===== config.mk =====
export PLATFORM = sky130hd
export DESIGN_NAME = msrt_cell
export DESIGN_NICKNAME = d
export VERILOG_FILES = /design/src/design/msrt_pkg.sv /design/src/design/msrt_cell.sv
export SDC_FILE = /design/constraint.sdc
export NUM_CORES = 1
export LEC_CHECK = 0
export BUFFER_PORTS_ARGS = -buffer_cell sky130_fd_sc_hd__buf_4
export CAP_MARGIN = 20
export CORE_MARGIN = 2
export CORE_UTILIZATION = 46
export DETAILED_ROUTE_END_ITERATION = 10
export GPL_TIMING_DRIVEN = 0
export PLACE_DENSITY = 0.94
export SETUP_SLACK_MARGIN = 0.1
export SLEW_MARGIN = 25
export SYNTH_ARGS = -nofsm -noshare
export SYNTH_HDL_FRONTEND = slang
export SYNTH_SLANG_ARGS = --single-unit

===== constraint.sdc =====
create_clock -name clk -period 6.75 [get_ports clk]
set_clock_uncertainty 0.1 [all_clocks]
set_input_delay 0.675 -clock clk [delete_from_list [all_inputs] [get_ports clk]]
set_output_delay 0.675 -clock clk [all_outputs]
set_load 0.1 [all_outputs]

===== src/design/msrt_pkg.sv =====
// ----------------------------------------------------------------------------
// msrt_pkg
// Shared types and constants for the systolic merge sorter.
// ----------------------------------------------------------------------------
package msrt_pkg;

  localparam int VALUE_W = 32;

  typedef logic signed [VALUE_W-1:0] value_t;

  // What one cell shows its neighbors.
  typedef struct packed {
    logic   valid;
    logic   gt;     // the cell is empty or holds a value greater than the item being inserted
    value_t value;
  } cell_link_t;

  // Per-cycle command broadcast to every cell.
  typedef struct packed {
    logic ins;
    logic shift;
  } cell_ctrl_t;

  typedef enum logic {
    ST_LOAD,
    ST_EMIT
  } msrt_state_t;

endpackage


===== src/design/msrt_cell.sv =====
// ----------------------------------------------------------------------------
// msrt_cell
// One slot of the sorting chain: holds a value, makes room for an inserted
// item by taking its left neighbor, and shifts left while the run drains.
// ----------------------------------------------------------------------------
module msrt_cell import msrt_pkg::*; (
  input  logic       clk,
  input  logic       rst_n,
  input  cell_ctrl_t ctrl,
  input  value_t     in_value,
  input  cell_link_t left_link,
  input  cell_link_t right_link,
  output cell_link_t link
);

  value_t value_r, value_nxt;
  logic   valid_r, valid_nxt;
  logic   gt;

  // Empty cells count as greater, so the set stays packed to the left.
  assign gt   = !valid_r || (in_value < value_r);
  assign link = '{valid: valid_r, gt: gt, value: value_r};

  always_comb begin
    value_nxt = value_r;
    valid_nxt = valid_r;
    if (ctrl.shift) begin
      value_nxt = right_link.value;
      valid_nxt = right_link.valid;
    end else if (ctrl.ins && gt) begin
      if (left_link.gt) begin
        value_nxt = left_link.value;
        valid_nxt = left_link.valid;
      end else begin
        value_nxt = in_value;
        valid_nxt = 1'b1;
      end
    end
  end

  always_ff @(posedge clk) begin
    if (!rst_n) begin
      valid_r <= 1'b0;
    end else begin
      valid_r <= valid_nxt;
    end
  end

  always_ff @(posedge clk) begin
    value_r <= value_nxt;
  end

endmodule


==> impl_metrics.toml <==
[outcome]
status = "complete, no violations"

[sta]
finalSetupTns_ns = 0
fmax_mhz = 279
max_slew_margin_pct = 51.6
finalSetupViolCount = 0
worstMarginPinSlew_ns = 0.727
period_minus_slack_ns = 3.59
hold_violations = 0
period_share_pct = 53.2
slew_violations = 0
rsz0062_at_grt = "no"

[cts]
post-cts-setup-buffer-count = 0
tritoncts = "done"
clock_path_buffers = 2
cts.htree.levels = 2
cts_hold_buffers = 0
post_cts_resized = 0
clock_latency_ns = 0.29
cts.sink_count = 33
numCtsBuffers = 5
clk_pin_slew_worst_paths_ns = 0.07
clockRootBuffer = "clkbuf_8"

[route]
dr.pass1.iters = 4
drt_iter0_drc = 120
avgRoutedWirePerCell_um = 15.3
drtAntennaViolNets = 0
via_count = 2569
vias_per_cell = 5.26
drcViolationCount = 0
wl_um = 7450

[power]
clkPwrFrac_pct = 16.9
peakVddDrop_v = 0.000148
switchingPower_uw = 395
combPwrFrac_pct = 51.3
switching_share_pct = 45.9
power.leakage_nw = 1.92
pwr-share-seq_pct = 31.8
p_total_uw = 862
p_per_area_nw_per_um2 = 226
intPower_uw = 467

[logic_synthesis]
syn_inst = 271
post_synth_num_cell_types = 39
synth_nets = 406
ys_ff_latch = 33
ys_async_sr_fraction_pct = 0
synth_area_leaders = "edfxtp_1 (37%), ha_1 (15%), mux2i_1 (13%), o21ai_0 (6.8%), nand2_1 (6.2%)"
yosysWarnings = 0
synth.largest_area_cell = "edfxtp_1"
syn_area_um2 = 2590
netlist.area_leader.share_pct = 37.2
synthFlopType = "edfxtp_1"
synth_edf_count = 32
seq_area_frac_synth_pct = 37.9
syn_avg_cell_area_um2 = 9.54

[setup_path]
critPathMostFrequentCell = "buf_4"
endpoint_kind = "output pin"
cp_cell_sequence = "buf_4 > ha_1 > and3_1 > a221oi_1 > o31ai_1 > a22oi_2 > nor2b_4 > mux2i_1 > buf_4 > buf_4"
reg2reg_depth = 9
slowest_stage = "a221oi_1"
worstPathArrival_ns = 2.81
path_max_fanout = 3
r2r_setup_slack_ns = 3.64
start_kind = "input port"
worstPathRequired_ns = 5.97
cp_slowest_stage_delay_ns = 0.31
crit_type = "in -> out"

[floorplanning]
core_area_um2 = 5470
die_area_um2 = 6240
io-pin-count = 138
initial_core_util_pct = 47.3
die_y_um = 79.0
row_count = 27
fp.dieW_um = 79.0

[hold_path]
hold_class = "in -> reg"
whs_path_depth = 3

[global_routing]
antenna_found_initial = 0
grt_pass1_wl_um = 12000
grt_pass1_vias = 2689
grt_use_total_pct = 24.4
grt_max_degree = 14
overflow = 0

[finish]
drive_gt1_share_pct = 37.0
areaGrowthSynthToFinish_pct = 47.5
antennaDiodeCount = 0
fin_nets = 550

[placement]
globalplace.congestion = 0.868
place_hpwl_um = 6130
io_buffers = 135

[flow_run]
drv_cap = 0
flip-flops by register name (all words and copies together), names as in the netlist:
signal	flops
valid_r	1
value_r	32
worst paths after layout:
kind,startpoint,to
setup / recovery,in_value[7],link[32]
hold / removal,right_link[20],value_r[20]
setup reg to reg,value_r[31],value_r[14]
hold reg to reg,valid_r,valid_r
Yosys cell counts, types with 2 or more instances:
master / count
inv_1: 32
o21a_1: 3
o21ai_0: 35
mux2i_1: 33
nor3_1: 2
buf_4: 2
clkbuf_1: 8
nand2b_1: 2
nand2_1: 43
nand4_1: 4
buf_2: 3
a21oi_1: 11
o22ai_1: 2
nor2_1: 4
ha_1: 31
and2_1: 2
edfxtp_1: 32
metal layers:
metal | routed length (um) | GRT usage, % | vias up
met5 | 0 | 0 | -
met4 | 132 | 8.10 | 0
met3 | 486 | 4.77 | 13
met2 | 3940 | 46.9 | 107
met1 | 2890 | 26.5 | 1192
li1 | - | - | 1257
power groups by stage:
stage | clock network [mW] | registers [mW] | logic, mW
after floorplan | 0 | 0.463 | 0.130
after global placement | 0 | 0.280 | 0.424
after detailed placement | 0 | 0.278 | 0.443
after CTS | 0.149 | 0.274 | 0.444
after global routing | 0.158 | 0.277 | 0.469
final | 0.145 | 0.274 | 0.443
stage by stage:
step / setup WS [ns] / instances / hold slack (ns) / instance area [um^2] / util [%]
2_1_floorplan: 1.45 / 271 / 0.536 / 2590 / -
3_3_place_gp: 0.385 / 478 / 0.566 / 3690 / 67.4
3_5_place_dp: 3.12 / 480 / 0.590 / 3730 / 68.2
4_1_cts: 3.10 / 488 / 0.561 / 3810 / 69.7
5_1_grt: 2.99 / 488 / 0.564 / 3810 / 69.7
6_report: 3.16 / 488 / 0.568 / 3810 / 69.7
critical path: cells and delay by family:
| family | cells | cell delay (ns) |
|---|---|---|
| multiplexers | 1 | 0.21 |
| AND/OR/NAND/NOR | 2 | 0.40 |
| buffers and inverters | 3 | 0.52 |
| adder cells (fa/ha/maj) | 1 | 0.29 |
| AO/OA/AOI/OAI | 3 | 0.72 |
cell families after synthesis:
family                     count (synthesis)  synth area share, %
buffers and inverters                     45                 6.97
DFF                                       33                 37.9
and+or+nand+nor                           65                 12.6
muxes                                     33                 12.8
AOI/OAI and AO/OA                         64                 14.8
adders and majority gates                 31                 15.0
cell usage in the layout, fill, tap and decap left out, drive strengths merged, types with 5 or more instances in the layout:
| master | n |
|---|---|
| a21oi | 11 |
| buf | 142 |
| clkbuf | 16 |
| edfxtp | 32 |
| ha | 31 |
| inv | 32 |
| mux2i | 33 |
| nand2 | 43 |
| nand4 | 5 |
| o21ai | 35 |
area by class of cell:
| type | instances | area [um^2] |
|---|---|---|
| inverter | 32 | 120 |
| sequential | 33 | 981 |
| timing repair buffer | 137 | 1040 |
| multi-input combinational | 193 | 1440 |
| buffer | 13 | 60.1 |
| tap | 72 | 90.1 |
| clock buffer | 8 | 80.1 |
| fill | 434 | 1660 |
(Power assumes the default switching activity.)
